### src/hw/rtl/ocls_pkg.sv
`default_nettype none
// ----------------------------------------------------------------------------
// Ordered card list store package
// Shared types, codes and the control program of the list sequencer.
// ----------------------------------------------------------------------------
package ocls_pkg;

  // Default number of list entries.
  localparam int unsigned DEFAULT_LIST_DEPTH = 64;

  // A card is stored as {rank, suit}.
  localparam int unsigned CardW = 6;

  // Operation codes of a command beat.
  typedef enum logic [2:0] {
    OP_PUSH_FRONT  = 3'd0,
    OP_APPEND_BACK = 3'd1,
    OP_POP_FRONT   = 3'd2,
    OP_REMOVE      = 3'd3,
    OP_COUNT_SUIT  = 3'd4
  } op_e;

  // Status codes of a result beat.
  typedef enum logic [1:0] {
    ST_OK      = 2'd0,
    ST_EMPTY   = 2'd1,
    ST_FULL    = 2'd2,
    ST_NOMATCH = 2'd3
  } status_e;

  // Command beat.
  typedef struct packed {
    logic [2:0] op;
    logic [3:0] card_rank;
    logic [1:0] card_suit;
  } in_t;

  // Result beat.
  typedef struct packed {
    logic [3:0] out_rank;
    logic [1:0] out_suit;
    logic [6:0] suit_count;
    logic [6:0] list_length;
    logic [1:0] status;
  } out_t;

  // Step counter of the sequencer.
  localparam int unsigned UpcW = 5;
  typedef logic [UpcW-1:0] upc_t;

  // Datapath actions, one per control word.
  typedef enum logic [3:0] {
    ACT_NOP,
    ACT_FINISH,
    ACT_SET_FULL,
    ACT_SET_EMPTY,
    ACT_SET_NOMATCH,
    ACT_PUSH_FRONT,
    ACT_APPEND_BACK,
    ACT_READ_HEAD,
    ACT_POP_TAKE,
    ACT_SCAN_SETUP,
    ACT_SCAN_MATCH,
    ACT_SCAN_COUNT,
    ACT_SHIFT,
    ACT_REMOVE_END
  } act_e;

  // Sequencing conditions.
  typedef enum logic [2:0] {
    JMP_NEXT,      // go to the following step
    JMP_GOTO,      // go to the target
    JMP_DISPATCH,  // wait for a command, then go to its routine
    JMP_FULL,      // target if the list is full, else next
    JMP_EMPTY,     // target if the list is empty, else next
    JMP_STREAM,    // hold until the entry stream drains, then target
    JMP_MATCH      // target on a match, next once drained, else hold
  } jmp_e;

  // One control word.
  typedef struct packed {
    act_e act;
    jmp_e jmp;
    upc_t target;
  } uword_t;

  // Step addresses.
  localparam upc_t UPC_IDLE         = 5'd0;
  localparam upc_t UPC_FIN          = 5'd1;
  localparam upc_t UPC_ERR_FULL     = 5'd2;
  localparam upc_t UPC_ERR_EMPTY    = 5'd3;
  localparam upc_t UPC_PUSH         = 5'd4;
  localparam upc_t UPC_PUSH_DO      = 5'd5;
  localparam upc_t UPC_APPEND       = 5'd6;
  localparam upc_t UPC_APPEND_DO    = 5'd7;
  localparam upc_t UPC_POP          = 5'd8;
  localparam upc_t UPC_POP_DO       = 5'd9;
  localparam upc_t UPC_REMOVE       = 5'd10;
  localparam upc_t UPC_REMOVE_SCAN  = 5'd11;
  localparam upc_t UPC_REMOVE_MISS  = 5'd12;
  localparam upc_t UPC_REMOVE_SHIFT = 5'd13;
  localparam upc_t UPC_REMOVE_END   = 5'd14;
  localparam upc_t UPC_COUNT        = 5'd15;
  localparam upc_t UPC_COUNT_SCAN   = 5'd16;

  // Control program.
  function automatic uword_t ucode_rom(input upc_t addr);
    uword_t w;
    unique case (addr)
      UPC_IDLE:         w = '{ACT_NOP,         JMP_DISPATCH, UPC_IDLE};
      UPC_FIN:          w = '{ACT_FINISH,      JMP_GOTO,     UPC_IDLE};
      UPC_ERR_FULL:     w = '{ACT_SET_FULL,    JMP_GOTO,     UPC_FIN};
      UPC_ERR_EMPTY:    w = '{ACT_SET_EMPTY,   JMP_GOTO,     UPC_FIN};
      UPC_PUSH:         w = '{ACT_NOP,         JMP_FULL,     UPC_ERR_FULL};
      UPC_PUSH_DO:      w = '{ACT_PUSH_FRONT,  JMP_GOTO,     UPC_FIN};
      UPC_APPEND:       w = '{ACT_NOP,         JMP_FULL,     UPC_ERR_FULL};
      UPC_APPEND_DO:    w = '{ACT_APPEND_BACK, JMP_GOTO,     UPC_FIN};
      UPC_POP:          w = '{ACT_READ_HEAD,   JMP_EMPTY,    UPC_ERR_EMPTY};
      UPC_POP_DO:       w = '{ACT_POP_TAKE,    JMP_GOTO,     UPC_FIN};
      UPC_REMOVE:       w = '{ACT_SCAN_SETUP,  JMP_NEXT,     UPC_IDLE};
      UPC_REMOVE_SCAN:  w = '{ACT_SCAN_MATCH,  JMP_MATCH,    UPC_REMOVE_SHIFT};
      UPC_REMOVE_MISS:  w = '{ACT_SET_NOMATCH, JMP_GOTO,     UPC_FIN};
      UPC_REMOVE_SHIFT: w = '{ACT_SHIFT,       JMP_STREAM,   UPC_REMOVE_END};
      UPC_REMOVE_END:   w = '{ACT_REMOVE_END,  JMP_GOTO,     UPC_FIN};
      UPC_COUNT:        w = '{ACT_SCAN_SETUP,  JMP_NEXT,     UPC_IDLE};
      UPC_COUNT_SCAN:   w = '{ACT_SCAN_COUNT,  JMP_STREAM,   UPC_FIN};
      default:          w = '{ACT_NOP,         JMP_GOTO,     UPC_IDLE};
    endcase
    return w;
  endfunction

  // Entry step of each operation; unknown codes just report.
  function automatic upc_t op_entry(input logic [2:0] op);
    upc_t e;
    unique case (op)
      OP_PUSH_FRONT:  e = UPC_PUSH;
      OP_APPEND_BACK: e = UPC_APPEND;
      OP_POP_FRONT:   e = UPC_POP;
      OP_REMOVE:      e = UPC_REMOVE;
      OP_COUNT_SUIT:  e = UPC_COUNT;
      default:        e = UPC_FIN;
    endcase
    return e;
  endfunction

endpackage
`default_nettype wire

### src/hw/rtl/ordered_card_list_store_unit.sv
`default_nettype none
// ----------------------------------------------------------------------------
// Ordered card list store
// Bounded ordered list of cards with push, append, pop, remove and count.
// ----------------------------------------------------------------------------
// Usage:
//   A command beat (cmd_i: op, card_rank, card_suit) is taken at a rising
//   edge where start is high and busy is low. Exactly one result beat
//   follows on result_o, marked by done_o for a single cycle; the receiver
//   must take it then, it cannot be held off.
// Routines, from the accept edge to the cycle done_o is high:
//   push, append and pop check for full or empty, then act and finish;
//   unknown ops go straight to the finish step. count streams every
//   stored entry; remove streams the entries, and the scan to the
//   match and the move of the entries behind it share one pass.
//   busy drops in the cycle done_o is high, so the next command can be
//   taken there; one command is worked on at a time.
// The rate is set by the single read and write port of the card memory:
//   remove and count stream one stored entry per cycle through it.
// The list is a ring in the memory with a head pointer and an entry count.
// Reset empties the list at once; memory contents are never cleared.
// ----------------------------------------------------------------------------
module ordered_card_list_store_unit
  import ocls_pkg::*;
#(
  parameter int unsigned LIST_DEPTH = DEFAULT_LIST_DEPTH
) (
  input  wire logic clk_i,
  input  wire logic rst_ni,
  input  wire logic start,
  output logic      busy,
  input  wire in_t  cmd_i,
  output logic      done_o,
  output out_t      result_o
);

  localparam int unsigned AW = (LIST_DEPTH > 1) ? $clog2(LIST_DEPTH) : 1;
  localparam int unsigned CW = $clog2(LIST_DEPTH + 1);
  localparam logic [AW-1:0] LastAddr = AW'(LIST_DEPTH - 1);
  localparam logic [CW-1:0] DepthCnt = CW'(LIST_DEPTH);

  // Ring pointer steps.
  function automatic logic [AW-1:0] addr_inc(input logic [AW-1:0] a);
    return (a == LastAddr) ? '0 : a + AW'(1);
  endfunction

  function automatic logic [AW-1:0] addr_dec(input logic [AW-1:0] a);
    return (a == '0) ? LastAddr : a - AW'(1);
  endfunction

  // Sequencer and datapath registers.
  upc_t             upc_q, upc_d;
  in_t              cmd_q, cmd_d;
  logic [AW-1:0]    head_q, head_d;
  logic [CW-1:0]    count_q, count_d;
  logic [AW-1:0]    ptr_q, ptr_d;
  logic [AW-1:0]    dptr_q, dptr_d;
  logic [AW-1:0]    wptr_q, wptr_d;
  logic [CW-1:0]    remain_q, remain_d;
  logic             rvalid_q, rvalid_d;
  logic [CW-1:0]    scount_q, scount_d;
  logic [3:0]       rank_q, rank_d;
  logic [1:0]       suit_q, suit_d;
  logic [1:0]       status_q, status_d;
  logic             done_q, done_d;
  out_t             result_q, result_d;

  // Memory port signals.
  logic             mem_we;
  logic [AW-1:0]    mem_waddr;
  logic [CardW-1:0] mem_wdata;
  logic [AW-1:0]    mem_raddr;
  logic [CardW-1:0] mem_rdata;

  // Decoded conditions.
  uword_t           uw;
  logic             accept;
  logic             full;
  logic             empty;
  logic             stream_act;
  logic             stream_go;
  logic             stream_done;
  logic             match;
  logic             suit_hit;
  logic [CardW-1:0] cmd_card;
  logic [CW:0]      tail_sum;
  logic [CW:0]      tail_wrap;
  logic [AW-1:0]    tail_addr;
  logic [CW+6:0]    len_ext;
  logic [CW+6:0]    scount_ext;

  ocls_ram #(
    .WIDTH (CardW),
    .DEPTH (LIST_DEPTH)
  ) u_ram (
    .clk_i   (clk_i),
    .we_i    (mem_we),
    .waddr_i (mem_waddr),
    .wdata_i (mem_wdata),
    .raddr_i (mem_raddr),
    .rdata_o (mem_rdata)
  );

  // Control word fetch and status decode.
  always_comb begin
    uw          = ucode_rom(upc_q);
    busy        = (upc_q != UPC_IDLE);
    accept      = start && !busy;
    full        = (count_q == DepthCnt);
    empty       = (count_q == '0);
    stream_act  = (uw.act == ACT_SCAN_MATCH) || (uw.act == ACT_SCAN_COUNT) ||
                  (uw.act == ACT_SHIFT);
    stream_go   = stream_act && (remain_q != '0);
    stream_done = !rvalid_q && (remain_q == '0);
    cmd_card    = {cmd_q.card_rank, cmd_q.card_suit};
    match       = rvalid_q && (mem_rdata == cmd_card);
    suit_hit    = rvalid_q && (mem_rdata[1:0] == cmd_q.card_suit);
    tail_sum    = (CW+1)'(head_q) + (CW+1)'(count_q);
    tail_wrap   = (tail_sum >= (CW+1)'(LIST_DEPTH)) ?
                  tail_sum - (CW+1)'(LIST_DEPTH) : tail_sum;
    tail_addr   = tail_wrap[AW-1:0];
    len_ext     = {7'd0, count_q};
    scount_ext  = {7'd0, scount_q};
  end

  // Next step of the sequencer.
  always_comb begin
    unique case (uw.jmp)
      JMP_NEXT:     upc_d = upc_q + upc_t'(1);
      JMP_GOTO:     upc_d = uw.target;
      JMP_DISPATCH: upc_d = accept ? op_entry(cmd_i.op) : upc_q;
      JMP_FULL:     upc_d = full ? uw.target : upc_q + upc_t'(1);
      JMP_EMPTY:    upc_d = empty ? uw.target : upc_q + upc_t'(1);
      JMP_STREAM:   upc_d = stream_done ? uw.target : upc_q;
      JMP_MATCH: begin
        if (match) begin
          upc_d = uw.target;
        end else if (stream_done) begin
          upc_d = upc_q + upc_t'(1);
        end else begin
          upc_d = upc_q;
        end
      end
      default:      upc_d = UPC_IDLE;
    endcase
  end

  // Datapath driven by the current control word.
  always_comb begin
    cmd_d     = cmd_q;
    head_d    = head_q;
    count_d   = count_q;
    wptr_d    = wptr_q;
    scount_d  = scount_q;
    rank_d    = rank_q;
    suit_d    = suit_q;
    status_d  = status_q;
    done_d    = 1'b0;
    result_d  = result_q;
    mem_we    = 1'b0;
    mem_waddr = wptr_q;
    mem_wdata = mem_rdata;
    mem_raddr = ptr_q;

    // Entry stream: one read per cycle in a streaming step while entries remain.
    dptr_d    = ptr_q;
    rvalid_d  = stream_go;
    ptr_d     = stream_go ? addr_inc(ptr_q) : ptr_q;
    remain_d  = stream_go ? remain_q - CW'(1) : remain_q;

    // A new command clears the result fields.
    if (accept) begin
      cmd_d    = cmd_i;
      rank_d   = '0;
      suit_d   = '0;
      scount_d = '0;
      status_d = ST_OK;
    end

    unique case (uw.act)
      ACT_NOP: begin
      end
      ACT_FINISH: begin
        done_d               = 1'b1;
        result_d.out_rank    = rank_q;
        result_d.out_suit    = suit_q;
        result_d.suit_count  = scount_ext[6:0];
        result_d.list_length = len_ext[6:0];
        result_d.status      = status_q;
      end
      ACT_SET_FULL:    status_d = ST_FULL;
      ACT_SET_EMPTY:   status_d = ST_EMPTY;
      ACT_SET_NOMATCH: status_d = ST_NOMATCH;
      ACT_PUSH_FRONT: begin
        mem_we    = 1'b1;
        mem_waddr = addr_dec(head_q);
        mem_wdata = cmd_card;
        head_d    = addr_dec(head_q);
        count_d   = count_q + CW'(1);
      end
      ACT_APPEND_BACK: begin
        mem_we    = 1'b1;
        mem_waddr = tail_addr;
        mem_wdata = cmd_card;
        count_d   = count_q + CW'(1);
      end
      ACT_READ_HEAD: mem_raddr = head_q;
      ACT_POP_TAKE: begin
        rank_d  = mem_rdata[5:2];
        suit_d  = mem_rdata[1:0];
        head_d  = addr_inc(head_q);
        count_d = count_q - CW'(1);
      end
      ACT_SCAN_SETUP: begin
        ptr_d    = head_q;
        remain_d = count_q;
      end
      ACT_SCAN_MATCH: begin
        // The gap opens where the match sits.
        if (match) begin
          wptr_d = dptr_q;
        end
      end
      ACT_SCAN_COUNT: begin
        if (suit_hit) begin
          scount_d = scount_q + CW'(1);
        end
      end
      ACT_SHIFT: begin
        // Each later entry moves up one place toward the front.
        if (rvalid_q) begin
          mem_we = 1'b1;
          wptr_d = addr_inc(wptr_q);
        end
      end
      ACT_REMOVE_END: count_d = count_q - CW'(1);
      default: begin
      end
    endcase
  end

  // Control state.
  always_ff @(posedge clk_i or negedge rst_ni) begin
    if (!rst_ni) begin
      upc_q    <= UPC_IDLE;
      head_q   <= '0;
      count_q  <= '0;
      remain_q <= '0;
      rvalid_q <= 1'b0;
      done_q   <= 1'b0;
    end else begin
      upc_q    <= upc_d;
      head_q   <= head_d;
      count_q  <= count_d;
      remain_q <= remain_d;
      rvalid_q <= rvalid_d;
      done_q   <= done_d;
    end
  end

  // Payload registers.
  always_ff @(posedge clk_i) begin
    cmd_q    <= cmd_d;
    ptr_q    <= ptr_d;
    dptr_q   <= dptr_d;
    wptr_q   <= wptr_d;
    scount_q <= scount_d;
    rank_q   <= rank_d;
    suit_q   <= suit_d;
    status_q <= status_d;
    result_q <= result_d;
  end

  assign done_o   = done_q;
  assign result_o = result_q;

endmodule
`default_nettype wire

### src/hw/rtl/ocls_ram.sv
`default_nettype none
// ----------------------------------------------------------------------------
// Generic single-port-write RAM
// One write port and one read port with registered read data.
// ----------------------------------------------------------------------------
module ocls_ram #(
  parameter int unsigned WIDTH = 6,
  parameter int unsigned DEPTH = 64,
  localparam int unsigned AW = (DEPTH > 1) ? $clog2(DEPTH) : 1
) (
  input  wire logic             clk_i,
  input  wire logic             we_i,
  input  wire logic [AW-1:0]    waddr_i,
  input  wire logic [WIDTH-1:0] wdata_i,
  input  wire logic [AW-1:0]    raddr_i,
  output logic      [WIDTH-1:0] rdata_o
);

  logic [WIDTH-1:0] mem_q [DEPTH];

  // Write port.
  always_ff @(posedge clk_i) begin
    if (we_i) begin
      mem_q[waddr_i] <= wdata_i;
    end
  end

  // Registered read port.
  always_ff @(posedge clk_i) begin
    rdata_o <= mem_q[raddr_i];
  end

endmodule
`default_nettype wire

### config.mk
export PLATFORM = sky130hd
export DESIGN_NAME = ordered_card_list_store_unit
export DESIGN_NICKNAME = d
export VERILOG_FILES = /design/src/hw/rtl/ocls_pkg.sv /design/src/hw/rtl/ordered_card_list_store_unit.sv /design/src/hw/rtl/ocls_ram.sv
export SDC_FILE = /design/constraint.sdc
export NUM_CORES = 1
export LEC_CHECK = 0
export CORE_ASPECT_RATIO = 1.2
export CORE_MARGIN = 2
export CORE_UTILIZATION = 32
export DETAILED_ROUTE_END_ITERATION = 7
export DONT_BUFFER_PORTS = 1
export PLACE_DENSITY = 0.51
export SLEW_MARGIN = 20
export SYNTH_ARGS = -nofsm -noshare
export SYNTH_HDL_FRONTEND = slang
export SYNTH_SLANG_ARGS = --single-unit
### constraint.sdc
create_clock -name clk_i -period 3.6 [get_ports clk_i]
set_input_delay 0.18 -clock clk_i [delete_from_list [all_inputs] [get_ports clk_i]]
set_output_delay 0.18 -clock clk_i [all_outputs]
set_load 0.02 [all_outputs]
== Word-level counts from Yosys, hierarchy flattened ==
Memories as Yosys holds them, arrays and structs flattened. A register that Yosys moved wholly into a read port is not among the register bits.
Index checks and enable logic that the tools add are counted.

* $add $sub $neg: 11
* Multiply operators: 0
* Divide/modulo/power cells: 0
* Order comparisons: 1
* Equal/unequal tests: 34
* Shift operators: 0
* Multiplexer cells: 38
* Bitwise gates (word level): 0
* Reduce and logical (&&, ||, !) cells: 26

{| class="wikitable"
|+ Operators by type and width
! cell !! count
|-
| 2-to-1 mux 6 bit || 11
|-
| case mux 6 bit (2 select lines) || 3
|-
| 2-to-1 mux 7 bit || 5
|-
| case mux 5 bit (7 select lines) || 1
|-
| 2-to-1 mux 5 bit || 6
|-
| equality test 4 bit (second input constant) || 6
|-
| case mux 4 bit (5 select lines) || 1
|-
| adder 6 x 1 -> 6 bit (second input constant) || 3
|-
| equality test 6 bit (second input constant) || 3
|-
| equality test 4 x 3 -> 1 bit (second input constant) || 4
|-
| adder 7 x 1 -> 7 bit (second input constant) || 2
|-
| logical NOT 7 bit || 2
|-
| case mux 7 bit (2 select lines) || 1
|-
| subtractor 7 x 1 -> 7 bit (second input constant) || 2
|-
| equality test 3 x 2 -> 1 bit (second input constant) || 4
|-
| equality test 3 bit (second input constant) || 4
|-
| subtractor 6 x 1 -> 6 bit (second input constant) || 2
|-
| nonzero test 2 bit || 5
|-
| adder 6 x 7 -> 8 bit || 1
|-
| equality test 4 x 2 -> 1 bit (second input constant) || 2
|-
| greater-or-equal comparator 8 x 7 -> 1 bit (second input constant) || 1
|-
| 2-to-1 mux 4 bit || 2
|-
| != test 2 bit (second input constant) || 4
|-
| equality test 7 bit (second input constant) || 1
|-
| 20 further kinds || 34
|}

* Flip-flop bits (word level): 88
* Latch bits: 0
* Bits in writable memories: 384
* Memory bits (read-only): 352
* Output and inout bits: 24
* Memories: 2

{| class="wikitable"
|+ Memories
! name !! depth !! width !! rd ports !! clocked after memory_dff !! wr ports !! RTL line !! RTL
|-
| u_ram.mem_q || 64 || 6 || 1 || 1 || 1 || ocls_ram.sv:19 || <nowiki>logic [WIDTH-1:0] mem_q [DEPTH];</nowiki>
|-
| (no name shown) || 32 || 11 || 1 || 0 || 0 || ocls_pkg.sv:109 || <nowiki>unique case (addr)</nowiki>
|}

== Longest topological paths before layout ==
An unclocked memory read counts as a cell.

* Depth after elaboration: 7
* Mapped depth: 17

== Cells and area by module ==
A second synthesis with hierarchy kept.

* Cell total of the unflattened synthesis: 1,240
* Area total of the unflattened synthesis: 20,517.2 um^2

{| class="wikitable"
|+ Modules (own cells, without submodules)
! module !! instances !! cells an instance !! area an instance (um^2) !! seq. area each (um^2)
|-
| ocls_ram || 1 || 720 || 15,225.9 || 11,651.2
|-
| ordered_card_list_store_unit || 1 || 520 || 5,291.3 || 2,377.3
|}

== Worst setup path after synthesis ==
Ideal clock, no wire load.

* Path type: reg-to-reg
* Start: register upc_q[0]
* End: register count_q[6]
* Setup time: 0.080 ns
* Arrival time: 3.496 ns
* Data required time: 3.520 ns
* Setup slack: 0.024 ns
* Cell stages (with the launch flop): 18
* Path buffers: 1
* Clock period less this slack: 3.576 ns
* Path through: dfrtp_1 -> buf_2 -> inv_1 -> ha_1 -> nand2b_1 -> a21oi_2 -> nor2_2 -> o21a_1 -> nand2_1 -> a21oi_1 -> ha_1 -> a21o_1 -> a21oi_1 -> o21bai_1 -> a21oi_1 -> nor2_1 -> a21oi_1 -> xnor2_1

* Cells in the longest elaborated chain, start to end: 4
* Elaborated cells on any way between the ends: 9

{| class="wikitable"
|+ Ends and longest elaborated chain
! item !! RTL line !! RTL
|-
| start, declared || ordered_card_list_store_unit.sv:52 || <nowiki>upc_t upc_q, upc_d;</nowiki>
|-
| start signal, assigned || ordered_card_list_store_unit.sv:252 || <nowiki>upc_q <= upc_d;</nowiki>
|-
| memory (32 x 11 bit) * || -- ||
|-
| equality test 4 bit / equality test 4 x 3 -> 1 bit (equally long branches) || ordered_card_list_store_unit.sv:180 || <nowiki>unique case (uw.act)</nowiki>
|-
| OR reduction 2 bit (no line) || -- ||
|-
| case mux 7 bit (2 select lines) / nonzero test 2 bit (equally long branches) || -- ||
|-
| end signal, assigned || ordered_card_list_store_unit.sv:254 || <nowiki>count_q <= count_d;</nowiki>
|-
| end, declared || ordered_card_list_store_unit.sv:55 || <nowiki>logic [CW-1:0] count_q, count_d;</nowiki>
|}

Mark *: on every way between the ends. The rest lies on a longest branch, timed or not.
A chain may end at the register's enable or synchronous reset.

== Worst setup path in the final report ==
* Start: register upc_q[0]
* End: register u_ram.rdata_o[0], read port of u_ram.mem_q

* Cells in the longest elaborated chain, start to end: 3

{| class="wikitable"
|+ Ends and longest elaborated chain
! item !! RTL line !! RTL
|-
| memory (32 x 11 bit) || -- ||
|-
| equality test 4 x 3 -> 1 bit || ordered_card_list_store_unit.sv:180 ||
|-
| 2-to-1 mux 6 bit || ordered_card_list_store_unit.sv:180 ||
|-
| end, declared || ocls_ram.sv:16 || <nowiki>output logic [WIDTH-1:0] rdata_o</nowiki>
|}

No other way between the ends.

==> out/results.ini <==
[status]
outcome=completed

[die]
rows=103
initial_core_util=0.321
die_h_um=285
core-area_sq_um=65500
die_area_sq_um=67800
pin_count=36
fp.dieW_um=238

[critical_path]
cp.depth=14
startpoint_type=flop
crit_required_ns=4.04
cp-end-kind=flop
r2r_start=upc_q[0]$_DFFE_PN0P_
reg2regPathDepth=14
r2r_slack_ns=0.08
max_stage_delay_ns=0.41
path_delay_family=simple AND/OR/NAND/NOR gates
crit_buf_inv=4
r2r_end=u_ram.rdata_o[0]$_DFF_P_
path_max_fanout=17
arrival_ns=3.95
crit_type=flop to flop
crit_path_top_delay_cell=dfrtp_1
crit_chain=inv_1, ha_1, nand2b_1, a21oi_4, o21a_1, buf_12, nand3_1, buf_4, buf_4, and3_1, a211o_1, nand4_1, and4_1, nand4_1

[placement]
place_inst=2597
hpwl_um=41500
gp_congestion=0.888
placed_cell_area_sq_um=23100
io_buffer_count=0

[yosys]
yosys.cell_types.count=75
synth_edf_count=432
netlist_area_sq_um=21000
syn-instance-count=1694
synthArstFlopShare=0.0565
syn_nets=1733
seq_area_frac_synth=0.667
yosysWarnings=0
synth_ff_type=edfxtp_1
ys_ff_latch=478
synth.avg_cell_area_sq_um=12.4

[layout]
final_cell_mix=432 x edfxtp_1, 204 x nand2_1, 145 x buf_4
nets=1865
fin_cells=2707
final_common_cell=edfxtp_1
area_growth_pct=19.8
drive_gt1_frac=0.176
diodes=0
final_area_sq_um=25200

[global_route]
grt_use_total=0.183
grt_first_pass_wirelength_um=94100
first_global_vias=14800
grt_max_degree=65
antenna_found_initial=0
grt_overflow=0

[routing]
drt-vias-per-instance=5.45
ant_nets=0
detail_route.wl_per_cell_um=23.1
drt_wl_total_um=62600
vias=14700
drc=0
dr.pass1.iters=7
dr.first_iter.drc_count=1400

[clock_tree]
cts_sinks=478
numCtsBuffers=49
cts_max_path_buffers=3
clk_latency_ns=0.60
htreeDepth=2
cts_tree=built
cts_root_buf=clkbuf_16
path_clk_slew_ns=0.06

[timing]
clock_skew_ns=0.0231
setup_viol=0
whs_ns=0.0351
rsz0062_at_grt=true
post-route-min-period_ns=3.52
period_share=0.977
slew_violations=0
hold_viol=0
fmax_mhz=284
worstMarginPinSlew_ns=0.979
slew_headroom=0.345

[power_and_ir_drop]
ir_drop_mv=0.440
switching_share=0.349
combPwrFrac=0.301
power_switching_mw=6.59
clkPwrFrac=0.280
seq_power_share=0.419
p_int_mw=12.3
cellPowerDensity_nw_per_um2=750
p_leak_nw=8.73

[worst_hold_path]
min-delay-start=cmd_i[7]
hold_path_class=primary input to flop
hold_depth=4
hold_end=upc_q[2]$_DFFE_PN0P_

[run]
maxCapViolCount=0

[cell usage after synthesis, types with 6 or more instances]
cell / n / area [sq um]
a31oi_1: 45 / 282
xor2_1: 14 / 123
ha_1: 25 / 313
dfrtp_1: 27 / 676
o211ai_1: 23 / 173
nor2b_1: 9 / 56.3
a21oi_1: 51 / 255
dfxtp_1: 19 / 380
and3_1: 48 / 300
and4_1: 8 / 70.1
a211oi_1: 15 / 113
nand3_1: 128 / 641
mux2i_1: 10 / 100
a32oi_1: 31 / 272
inv_1: 40 / 150
o31ai_1: 6 / 45.0
o2bb2ai_1: 6 / 52.6
mux2_2: 13 / 146
nor2_1: 103 / 387
a211o_1: 32 / 280
xnor2_1: 21 / 184
buf_2: 27 / 135
nand2b_1: 10 / 62.6
o21ai_1: 6 / 30.0
edfxtp_1: 432 / 13000
nand2_1: 211 / 792
nand4_1: 41 / 257
clkbuf_1: 58 / 218
o21a_1: 6 / 45.0
nor3_1: 17 / 85.1
o21ai_0: 119 / 596
a21o_1: 11 / 82.6
[how the worst max path moves through the flow]
stage | from | endpoint
detailed placement | upc_q[0]$_DFFE_PN0P_ | u_ram.rdata_o[0]$_DFF_P_
finish | upc_q[0]$_DFFE_PN0P_ | u_ram.rdata_o[0]$_DFF_P_
global route | upc_q[0]$_DFFE_PN0P_ | u_ram.mem_q[3][0]$_DFFE_PP_
global placement | upc_q[0]$_DFFE_PN0P_ | u_ram.rdata_o[0]$_DFF_P_
floorplan | upc_q[0]$_DFFE_PN0P_ | count_q[6]$_DFFE_PN0P_
CTS | upc_q[0]$_DFFE_PN0P_ | u_ram.mem_q[16][3]$_DFFE_PP_
[registers in the layout, indices dropped and copies added, names as in the netlist]
name           count
rvalid_q           1
remain_q           7
u_ram.mem_q      384
done_o             1
status_q           2
upc_q              5
u_ram.rdata_o      6
result_o          22
wptr_q             6
head_q             6
suit_q             2
scount_q           7
dptr_d             6
rank_q             4
cmd_card           6
count_q            7
dptr_q             6
[area by class of cell]
cell class	instances	area [sq um]
clock buffer	60	1320
multi-input combinational	1083	6750
clock inverter	32	364
inverter	41	154
fill	6242	40300
tap	840	1050
timing repair buffer	173	1550
sequential	478	14000
[kinds of logic after synthesis]
logic type	synth area share
AND/OR/NAND/NOR	0.139
flip-flops	0.667
AO/OA/AOI/OAI	0.123
buffers and inverters	0.0257
XOR/XNOR	0.0146
multiplexers	0.0145
adder cells (fa/ha/maj)	0.0168
[tightest hold or removal path, stage by stage]
cell and delay, ns:
a21oi_1 0.11, nand2_1 0.06, o211ai_1 0.08, mux2_2 0.16
[power by group through the flow]
stage	Combinational (mW)	Sequential, mW	Clock [mW]
after floorplan	3.09	7.91	0
after global placement	5.49	8.05	0
after detailed placement	5.51	8.05	0
after CTS	5.56	7.93	5.41
after global routing	6.15	7.98	5.61
final	5.68	7.92	5.30
[through the flow]
stage | TNS (ns) | total power, mW | utilization | setup slack [ns]
6_report | 0 | 18.9 | 0.385 | 0.0824
5_1_grt | -0.380 | 19.7 | 0.385 | -0.0342
4_1_cts | -0.269 | 18.9 | 0.381 | -0.0234
3_5_place_dp | -3.06 | 13.6 | 0.353 | -0.150
3_3_place_gp | -0.343 | 13.5 | 0.353 | -0.152
2_1_floorplan | 0 | 11.0 | - | 0.0238
[per-layer routing]
| metal | wire length (um) | global-route usage | part of all wire | vias up |
|---|---|---|---|---|
| li1 | - | - | - | 6715 |
| met2 | 31200 | 0.319 | 0.50 | 535 |
| met1 | 26000 | 0.233 | 0.42 | 7388 |
| met5 | 0 | 0 | 0 | - |
| met4 | 2170 | 0.0684 | 0.035 | 0 |
| met3 | 3180 | 0.0216 | 0.051 | 110 |
[what timing repair did]
item | in CTS | in global routing
setup buffers | 0 | 7
endpoints found under the hold margin | 40 | 0
setup endpoints to repair | 74 | 318
hold buffers | 11 | 0
pin swaps | 0 | 5
resized for setup | 10 | 45
Note: power is estimated with default switching activity, not from simulation.
